File: config.mk
export PLATFORM = sky130hd
export DESIGN_NAME = lz77td_ctrl
export DESIGN_NICKNAME = d
export VERILOG_FILES = /design/src/rtl/lz77_token_decompressor_top_macros.svh /design/src/rtl/lz77td_pkg.sv /design/src/rtl/lz77td_ctrl.sv
export SDC_FILE = /design/constraint.sdc
export NUM_CORES = 1
export LEC_CHECK = 0
export ABC_AREA = 1
export BUFFER_PORTS_ARGS = -buffer_cell sky130_fd_sc_hd__buf_2
export CORE_ASPECT_RATIO = 0.75
export CORE_MARGIN = 3
export CORE_UTILIZATION = 63
export CTS_CLUSTER_DIAMETER = 150
export CTS_CLUSTER_SIZE = 24
export DETAILED_ROUTE_END_ITERATION = 8
export PLACE_DENSITY = 0.92
export SLEW_MARGIN = 20
export SYNTH_ARGS = -nofsm -noshare
export SYNTH_HDL_FRONTEND = slang
export SYNTH_SLANG_ARGS = --single-unit
File: constraint.sdc
create_clock -name clk -period 10.9 [get_ports clk]
set_clock_uncertainty 0.15 [all_clocks]
set_input_delay 2.725 -clock clk [delete_from_list [all_inputs] [get_ports clk]]
set_output_delay 2.725 -clock clk [all_outputs]
set_load 0.05 [all_outputs]
File: src/rtl/lz77_token_decompressor_top_macros.svh
// ----------------------------------------------------------------------------
// lz77 token decompressor assertion macros
// Shared property wrappers for the checks at the end of the top level.
// ----------------------------------------------------------------------------
`ifndef LZ77_TOKEN_DECOMPRESSOR_TOP_MACROS_SVH
`define LZ77_TOKEN_DECOMPRESSOR_TOP_MACROS_SVH

// same-cycle implication, off during reset
`define LZ77TD_ASSERT_IMP(label, clk, rst, ante, cons) \
  label: assert property (@(posedge clk) disable iff (rst) (ante) |-> (cons)) \
    else $error("lz77td: same-cycle check failed");

// next-cycle implication, off during reset
`define LZ77TD_ASSERT_NXT(label, clk, rst, ante, cons) \
  label: assert property (@(posedge clk) disable iff (rst) (ante) |=> (cons)) \
    else $error("lz77td: next-cycle check failed");

`endif

File: src/rtl/lz77td_pkg.sv
// ----------------------------------------------------------------------------
// lz77td_pkg
// Types, codes and constants shared by the lz77 token decompressor modules.
// ----------------------------------------------------------------------------
package lz77td_pkg;

  // default configuration
  localparam int MAX_MATCH_DEF     = 64;
  localparam int HISTORY_DEPTH_DEF = 65536;

  // fixed field widths
  localparam int BYTE_W   = 8;
  localparam int LEN_W    = 7;
  localparam int OFFSET_W = 16;
  localparam int CMP_W    = 17;  // offset vs. produced-count compare width
  localparam int CALC_W   = 18;  // signed-style source address arithmetic

  // token decoding
  localparam int MIN_MATCH    = 3;
  localparam int LITERAL_FLAG = 7;

  typedef enum logic [1:0] {
    ERR_OK     = 2'd0,
    ERR_LENGTH = 2'd1,
    ERR_OFFSET = 2'd2,
    ERR_TRUNC  = 2'd3
  } err_code_t;

  typedef enum logic [2:0] {
    PH_TOKEN,
    PH_LITERAL,
    PH_OFF_HI,
    PH_OFF_LO,
    PH_COPY,
    PH_SWALLOW
  } phase_t;

  typedef struct packed {
    logic [BYTE_W-1:0] in_byte;
    logic              in_last;
  } in_item_t;

  typedef struct packed {
    logic [BYTE_W-1:0] out_byte;
    logic              run_last;
    logic              stream_end;
    err_code_t         error_code;
  } out_item_t;

  typedef struct packed {
    logic copying;
    logic swallowing;
  } ctrl_status_t;

endpackage

File: src/rtl/lz77td_ctrl.sv
// ----------------------------------------------------------------------------
// lz77td_ctrl
// Token parser, copy sequencer and output register. Drives the history memory:
// literal and copied bytes are written at the write pointer; copy sources are
// read one entry per cycle ahead of the output register while it has room.
// ----------------------------------------------------------------------------
module lz77td_ctrl
  import lz77td_pkg::*;
#(
  parameter int MAX_MATCH     = MAX_MATCH_DEF,
  parameter int HISTORY_DEPTH = HISTORY_DEPTH_DEF,
  parameter int AW            = $clog2(HISTORY_DEPTH),
  parameter int BPW           = $clog2(HISTORY_DEPTH + 1)
) (
  input  logic              clk,
  input  logic              rst,
  input  logic              in_valid,
  output logic              in_stall,
  input  in_item_t          in_item,
  output logic              out_valid,
  input  logic              out_stall,
  output out_item_t         out_item,
  output logic [AW-1:0]     mem_raddr,
  input  logic [BYTE_W-1:0] mem_rdata,
  output logic              mem_we,
  output logic [AW-1:0]     mem_waddr,
  output logic [BYTE_W-1:0] mem_wdata,
  output ctrl_status_t      status
);

  phase_t             state;
  phase_t             state_next;
  logic [LEN_W-1:0]   match_len;
  logic [BYTE_W-1:0]  off_hi;
  logic [AW-1:0]      wp;
  logic [AW-1:0]      rp;
  logic [BPW-1:0]     bp;
  logic               copy_last;

  logic               slot_free;
  logic               accept;
  logic [BYTE_W-1:0]  b;
  logic               last;
  logic [OFFSET_W-1:0] offset;
  logic [CALC_W-1:0]  diff;
  logic [CALC_W-1:0]  src_calc;
  logic [AW-1:0]      start_addr;
  logic [AW-1:0]      wp_inc;
  logic [AW-1:0]      rp_inc;
  logic               final_copy;

  logic               err;
  err_code_t          err_code;
  logic               load;
  out_item_t          load_item;
  logic               store;
  logic               start_copy;
  logic               copy_step;
  logic               stream_done;

  // handshake
  assign slot_free = !out_valid || !out_stall;
  assign in_stall  = (state == PH_COPY) || !slot_free;
  assign accept    = in_valid && !in_stall;
  assign b         = in_item.in_byte;
  assign last      = in_item.in_last;

  // copy source address: write pointer minus offset, modulo depth
  assign offset     = {off_hi, b};
  assign diff       = CALC_W'(wp) - CALC_W'(offset);
  assign src_calc   = diff[CALC_W-1] ? (diff + CALC_W'(HISTORY_DEPTH)) : diff;
  assign start_addr = src_calc[AW-1:0];

  // wrapping pointer increments
  assign wp_inc = (wp == AW'(HISTORY_DEPTH - 1)) ? '0 : wp + AW'(1);
  assign rp_inc = (rp == AW'(HISTORY_DEPTH - 1)) ? '0 : rp + AW'(1);

  assign final_copy = (match_len == LEN_W'(1));

  // per-phase decode of results, stores and copy control
  always_comb begin
    err        = 1'b0;
    err_code   = ERR_OK;
    load       = 1'b0;
    load_item  = '0;
    store      = 1'b0;
    start_copy = 1'b0;
    copy_step  = 1'b0;
    mem_wdata  = b;
    case (state)
      PH_TOKEN: begin
        if (accept) begin
          if (b[LITERAL_FLAG]) begin
            if (last) begin
              err      = 1'b1;
              err_code = ERR_TRUNC;
            end
          end else if (b < BYTE_W'(MIN_MATCH) || b > BYTE_W'(MAX_MATCH)) begin
            err      = 1'b1;
            err_code = ERR_LENGTH;
          end else if (last) begin
            err      = 1'b1;
            err_code = ERR_TRUNC;
          end
        end
      end
      PH_LITERAL: begin
        if (accept) begin
          load      = 1'b1;
          load_item = '{out_byte: b, run_last: 1'b1, stream_end: last,
                        error_code: ERR_OK};
          store     = 1'b1;
        end
      end
      PH_OFF_HI: begin
        if (accept && last) begin
          err      = 1'b1;
          err_code = ERR_TRUNC;
        end
      end
      PH_OFF_LO: begin
        if (accept) begin
          if (offset == '0 || CMP_W'(offset) > CMP_W'(bp)) begin
            err      = 1'b1;
            err_code = ERR_OFFSET;
          end else begin
            start_copy = 1'b1;
          end
        end
      end
      PH_COPY: begin
        if (slot_free) begin
          copy_step = 1'b1;
          load      = 1'b1;
          load_item = '{out_byte: mem_rdata, run_last: final_copy,
                        stream_end: final_copy && copy_last, error_code: ERR_OK};
          store     = 1'b1;
          mem_wdata = mem_rdata;
        end
      end
      default: begin
      end
    endcase
    if (err) begin
      load      = 1'b1;
      load_item = '{out_byte: '0, run_last: 1'b1, stream_end: last,
                    error_code: err_code};
    end
  end

  // next phase
  always_comb begin
    state_next = state;
    case (state)
      PH_TOKEN: begin
        if (accept) begin
          state_next = b[LITERAL_FLAG] ? PH_LITERAL : PH_OFF_HI;
        end
      end
      PH_LITERAL: begin
        if (accept) begin
          state_next = PH_TOKEN;
        end
      end
      PH_OFF_HI: begin
        if (accept) begin
          state_next = PH_OFF_LO;
        end
      end
      PH_OFF_LO: begin
        if (accept) begin
          state_next = PH_COPY;
        end
      end
      PH_COPY: begin
        if (copy_step && final_copy) begin
          state_next = PH_TOKEN;
        end
      end
      PH_SWALLOW: begin
        if (accept && last) begin
          state_next = PH_TOKEN;
        end
      end
      default: begin
        state_next = PH_TOKEN;
      end
    endcase
    if (err) begin
      state_next = last ? PH_TOKEN : PH_SWALLOW;
    end
  end

  // stream finishes on a last byte, or on the final copy of a last-byte match
  assign stream_done = (accept && last && !start_copy) ||
                       (copy_step && final_copy && copy_last);

  // memory ports
  assign mem_we    = store;
  assign mem_waddr = wp;
  always_comb begin
    if (start_copy) begin
      mem_raddr = start_addr;
    end else if (copy_step) begin
      mem_raddr = rp_inc;
    end else begin
      mem_raddr = rp;
    end
  end

  // phase and parser registers
  always_ff @(posedge clk) begin
    if (rst) begin
      state     <= PH_TOKEN;
      match_len <= '0;
      off_hi    <= '0;
      copy_last <= 1'b0;
    end else begin
      state <= state_next;
      if (state == PH_TOKEN && accept && !err && !b[LITERAL_FLAG]) begin
        match_len <= b[LEN_W-1:0];
      end else if (copy_step) begin
        match_len <= match_len - LEN_W'(1);
      end
      if (state == PH_OFF_HI && accept) begin
        off_hi <= b;
      end
      if (start_copy) begin
        copy_last <= last;
      end
    end
  end

  // history pointers and produced count
  always_ff @(posedge clk) begin
    if (rst) begin
      wp <= '0;
      rp <= '0;
      bp <= '0;
    end else begin
      if (start_copy) begin
        rp <= start_addr;
      end else if (copy_step) begin
        rp <= rp_inc;
      end
      if (store) begin
        wp <= wp_inc;
      end
      if (stream_done) begin
        bp <= '0;
      end else if (store && bp < BPW'(HISTORY_DEPTH)) begin
        bp <= bp + BPW'(1);
      end
    end
  end

  // output register
  always_ff @(posedge clk) begin
    if (rst) begin
      out_valid <= 1'b0;
    end else if (load) begin
      out_valid <= 1'b1;
    end else if (!out_stall) begin
      out_valid <= 1'b0;
    end
  end

  always_ff @(posedge clk) begin
    if (load) begin
      out_item <= load_item;
    end
  end

  assign status.copying    = (state == PH_COPY);
  assign status.swallowing = (state == PH_SWALLOW);

endmodule

======== Word level (Yosys, flattened, before mapping) ========
Index checks and enable logic that the tools add are counted.
storage, ports and cells
  bits of input ports ..................... 21
  output and inout port bits .............. 57
  flip-flop bits (word level) ............. 81
cells by class
  equal/unequal tests ..................... 15
  $lt $le $gt $ge ......................... 4
  $add $sub $neg .......................... 6
  reductions and logical operators ........ 28
  mux-type cells .......................... 49
operator list
  cell                                                                  count
  16-bit 2-to-1 mux                                                     5
  16-bit by 1-bit adder with 16-bit output, second input constant       3
  16-bit == test, second input constant                                 2
  3-bit 2-to-1 mux                                                      9
  12-bit 2-to-1 mux                                                     2
  12-bit one-hot mux with 2 select lines                                1
  3-bit one-hot mux with 6 select lines                                 1
  17-bit by 1-bit adder with 17-bit output, second input constant       1
  16-bit by 17-bit > comparator with 1-bit output                       1
  17-bit < comparator, second input constant                            1
  16-bit by 16-bit subtractor with 17-bit output                        1
  16-bit zero test                                                      1
  1-bit 2-to-1 mux                                                      16
  2-bit 2-to-1 mux                                                      8
  8-bit 2-to-1 mux                                                      2
  7-bit 2-to-1 mux                                                      2
  3-bit inequality test, second input constant                          4
  1-bit logical AND                                                     11
  8-bit by 7-bit > comparator with 1-bit output, second input constant  1
  8-bit by 2-bit < comparator with 1-bit output, second input constant  1
  7-bit by 1-bit == test with 1-bit output, second input constant       1
  1-bit zero test                                                       7
  7-bit by 1-bit subtractor with 7-bit output, second input constant    1
  3-bit by 2-bit == test with 1-bit output, second input constant       2
  12 further kinds                                                      18

======== Longest topological paths before layout ========
  depth after elaboration ................. 13
  depth in mapped cells ................... 18

======== Worst setup path after synthesis ========
No wires, ideal clock.
  path kind ............................... input -> output
  start point ............................. in in_item[1] (netlist bit)
  end point ............................... out mem_raddr[8]
  setup slack ............................. 3.055 ns
  data arrival time ....................... 4.970 ns
  path buffers ............................ 0
  required time ........................... 8.025 ns
  cell stages on the path ................. 7
  cells stage by stage .................... ha_1 fa_1 o21ai_0 a21boi_0 o21ai_0 xnor2_1 a21oi_1
between the ends
  cells in the longest elaborated chain, start to end .. 6
  elaborated cells between the ends (all ways) .. 10
  classes of those cells .................. 2 x add/sub; 1 x order compare; 5 x mux; 2 x reduce/logical
RTL lines
  what                                                                                    line                RTL
  start, declared                                                                         lz77td_ctrl.sv:19   input in_item_t in_item,
  branches (longest 5 deep; another with 16-bit by 16-bit subtractor with 17-bit output)  --
  16-bit 2-to-1 mux (*)                                                                   lz77td_ctrl.sv:202  if (start_copy) begin
  end, declared                                                                           lz77td_ctrl.sv:23   output logic [AW-1:0] mem_raddr,
Every way passes the cells marked *.

======== Worst setup path after layout ========
  start point ............................. in in_item[1] (netlist bit)
  end point ............................... out mem_raddr[10]
Same word-level chain as after synthesis.

==> flow_metrics.env <==
export IMPL_status="finished, final reports clean"
export IMPL_ctsHoldBuffers=0
export IMPL_viasPerCell=6.00
export IMPL_crit_type="in2out"
export IMPL_fin_crit_ns=8.20
export IMPL_timing_hold_ws_ns=0.337
export IMPL_multi_input_area_sq_mm=0.00319
export IMPL_busiest_layer="met2"
export IMPL_pwr_share_comb=0.376
export IMPL_drc=0
export IMPL_crit_chain="buf_2, ha_1, fa_1, o21ai_0, a21boi_0, o21ai_0, nand2_1, nand2_1, xor2_1, o21ai_0, inv_1, buf_2"
export IMPL_cp_start_kind="primary input"
export IMPL_synth_edf_count=12
export IMPL_initialDrtViolationCount=585
export IMPL_layout_setup_ws_ns=2.70
export IMPL_worstPathArrival_ns=5.32
export IMPL_synth_fp_nets=851
export IMPL_grt_pass1_wl_mm=25.8
export IMPL_syn_to_final_growth_pct=12.4
export IMPL_initial_utilization=0.673
export IMPL_p_total_mw=1.04
export IMPL_clk_path_buf_depth=2
export IMPL_coreArea_sq_mm=0.00820
export IMPL_cts_resized=0
export IMPL_synthesis_area_sq_mm=0.00552
export IMPL_postSynthCellCount=793
export IMPL_row_count=28
export IMPL_placedInstanceArea_sq_mm=0.00595
export IMPL_crit_buf_inv=3
export IMPL_dieArea_sq_mm=0.00993
export IMPL_async_reset_ff_frac=0
export IMPL_relSlewSlack=0.448
export IMPL_root_buffer="clkbuf_16"
export IMPL_antenna_found_initial=0
export IMPL_postCtsSetupBuffers=0
export IMPL_hp_class="reg2reg"
export IMPL_grt_util_met1=0.396
export IMPL_p_int_mw=0.602
export IMPL_power_leakage_nw=2.98
export IMPL_cp_max_fo=5
export IMPL_diodes=0
export IMPL_drive_gt1_frac=0.145
export IMPL_finish_utilization=0.757
export IMPL_ys_seq_area_frac=0.316
export IMPL_cpMaxStageDelayCell="o21ai_0"
export IMPL_grt_start_max_net_pins=32
export IMPL_ant_nets=0
export IMPL_wl_per_cell_um=16.3
export IMPL_routabilityCongestion=0.918
export IMPL_seqPwrFrac=0.356
export IMPL_grt_usage=0.321
export IMPL_cts_buffers=9
export IMPL_period_share=0.752
export IMPL_stdcell_area_sq_mm=0.00620
export IMPL_cp_data_required_time_ns=8.03
export IMPL_clkSinkCount=81
export IMPL_synthFlopType="dfxtp_1"
export IMPL_die_w_um=114
export IMPL_via_count=5852
export IMPL_clock_latency_ns=0.35
export IMPL_pre_cts_ws_ns=2.80
export IMPL_cts_htree_levels=3
export IMPL_cpMostUsedCell="o21ai_0"
export IMPL_clkTransAtPathRegs_ns=0.05
export IMPL_power_density_mw_per_mm2=167
export IMPL_netSwitchingFraction=0.419
export IMPL_globalRouteOverflowTotal=0
export IMPL_place_inst=959
export IMPL_drt_wl_total_mm=15.9
export IMPL_yosys_warnings=0
export IMPL_cts_tree="done"
export IMPL_grt_use_met3=0.0764
export IMPL_syn_area_per_cell_sq_um=6.96
export IMPL_hpwl_mm=11.8
export IMPL_ios=78
export IMPL_layoutNonFillerInstCount=975
export IMPL_worst_setup_path_end_kind="output pin"
export IMPL_clkPwrFrac=0.268
export IMPL_critical_path_max_stage_delay_ns=0.41
export IMPL_cp_top_family="compound AO/OA/AOI/OAI gates"
export IMPL_rsz0062_at_grt="no"
export IMPL_ir_worst_vdd_mv=0.167
export IMPL_net_switching_power_mw=0.434
export IMPL_maxCapViolCount=0
export IMPL_max_freq_ghz=0.122
export IMPL_setup_violations_final=0
export IMPL_regArea_sq_mm=0.00174
export IMPL_synthDistinctLibCells=43
export IMPL_drt_first_pass_iters=6
export IMPL_nFillCells=644
export IMPL_io_buffers=77
export IMPL_synth_seq_cells=81
export IMPL_slew_violations=0
export IMPL_finalSetupTns_ns=0
export IMPL_die_h_um=87.1
export IMPL_finalHoldViolations=0
export IMPL_tightest_slew_ns=0.821
export IMPL_nNetsFinal=923
export IMPL_grt_pass1_vias=5604
export IMPL_grt_util_met2=0.537
==> path summary, 6_finish.rpt <==
path | start | to | slack (ns) | cells past startpoint
max | in_item[1] | mem_raddr[10] | 2.70 | 12
min | bp[15]$_SDFFE_PP0P_ | bp[16]$_SDFFE_PP0P_ | 0.34 | 2
max reg2reg | state[0]$_SDFFE_PP0P_ | rp[9]$_SDFF_PP0_ | 7.86 | 11
min reg2reg | bp[15]$_SDFFE_PP0P_ | bp[16]$_SDFFE_PP0P_ | 0.34 | 2
==> power by group through the flow <==
stage	clock, mW	sequential (mW)	combinational (mW)
after floorplan	0	0.433	0.237
after detailed placement	0	0.373	0.377
final	0.278	0.368	0.389
after global routing	0.293	0.371	0.420
after global placement	0	0.371	0.365
after CTS	0.277	0.367	0.382
==> cells by family after synthesis <==
| logic type | count (synthesis) | share of synthesized area |
|---|---|---|
| flops | 81 | 0.316 |
| simple gates | 327 | 0.277 |
| buf+inv | 148 | 0.107 |
| xor+xnor | 24 | 0.0381 |
| mux | 1 | 0.00181 |
| compound gates | 175 | 0.176 |
| fa+ha+maj | 37 | 0.0852 |
==> metal layers <==
| metal | up-vias | wire length, um |
|---|---|---|
| met2 | 336 | 7290 |
| met1 | 2670 | 6540 |
| met3 | 69 | 1590 |
| met5 | - | 0 |
| met4 | 0 | 481 |
| li1 | 2777 | - |
==> registers in the layout, summed over array words and instances (netlist names), 3 cells and up <==
signal	cells
match_len	7
mem_waddr	16
rp	16
out_item	12
state	3
bp	17
off_hi	8
==> cells in the final DEF, fill, tap and decap left out, types with 5 or more instances in the layout <==
cell type,n
or2_2,5
nand2_4,5
nor2_1,51
nor3_1,23
nand2_1,155
ha_1,36
o21ai_0,59
xor2_1,20
nor3b_1,6
a21o_1,5
edfxtp_1,12
inv_2,10
nor2_2,5
nand3_1,41
clkbuf_16,9
inv_1,121
dfxtp_1,69
nand4_1,18
buf_2,77
a211oi_1,8
a21oi_1,78
==> final cells by class <==
type,count,share of cell area
Clock buffer,13,0.0387
Inverter,132,0.0807
Tap cell,105,0.0212
Timing Repair Buffer,77,0.0621
Sequential cell,81,0.281
Clock inverter,3,0.00282
Multi-Input combinational cell,564,0.514
==> worst reg2reg max path: cells and delay by family (launching register included) <==
family,cells,cell delay (ns)
AND/OR/NAND/NOR,8,1.90
buffers and inverters,1,0.26
flip-flops,1,0.34
multiplexers,1,0.13
AO/OA/AOI/OAI,1,0.15
==> synthesized netlist by cell type (2+ instances only) <==
cell,count,share of area
and2_1,2,0.0023
nand4_1,18,0.020
xor2_1,20,0.032
inv_2,10,0.0068
edfxtp_1,12,0.065
nor2_2,5,0.0057
nor3_1,23,0.021
xnor2_1,4,0.0063
o21ai_1,4,0.0036
o211ai_1,4,0.0054
a21oi_1,78,0.071
ha_1,36,0.082
o2111ai_1,4,0.0063
nand2_4,5,0.010
nor2_1,51,0.035
o21ai_0,59,0.054
nand2_2,3,0.0034
o21a_1,3,0.0041
o31ai_1,2,0.0027
dfxtp_1,69,0.25
nor4_1,4,0.0045
or2_2,5,0.0057
nor3b_1,6,0.0082
a31oi_1,4,0.0045
buf_2,6,0.0054
nand3_2,3,0.0054
nor2_4,3,0.0061
a21o_1,5,0.0068
nand3_1,41,0.037
o21bai_1,2,0.0027
nand2_1,155,0.11
inv_1,121,0.082
buf_6,3,0.0061
clkbuf_1,7,0.0048
a211oi_1,8,0.011
Power figures use the tool's default switching activity.
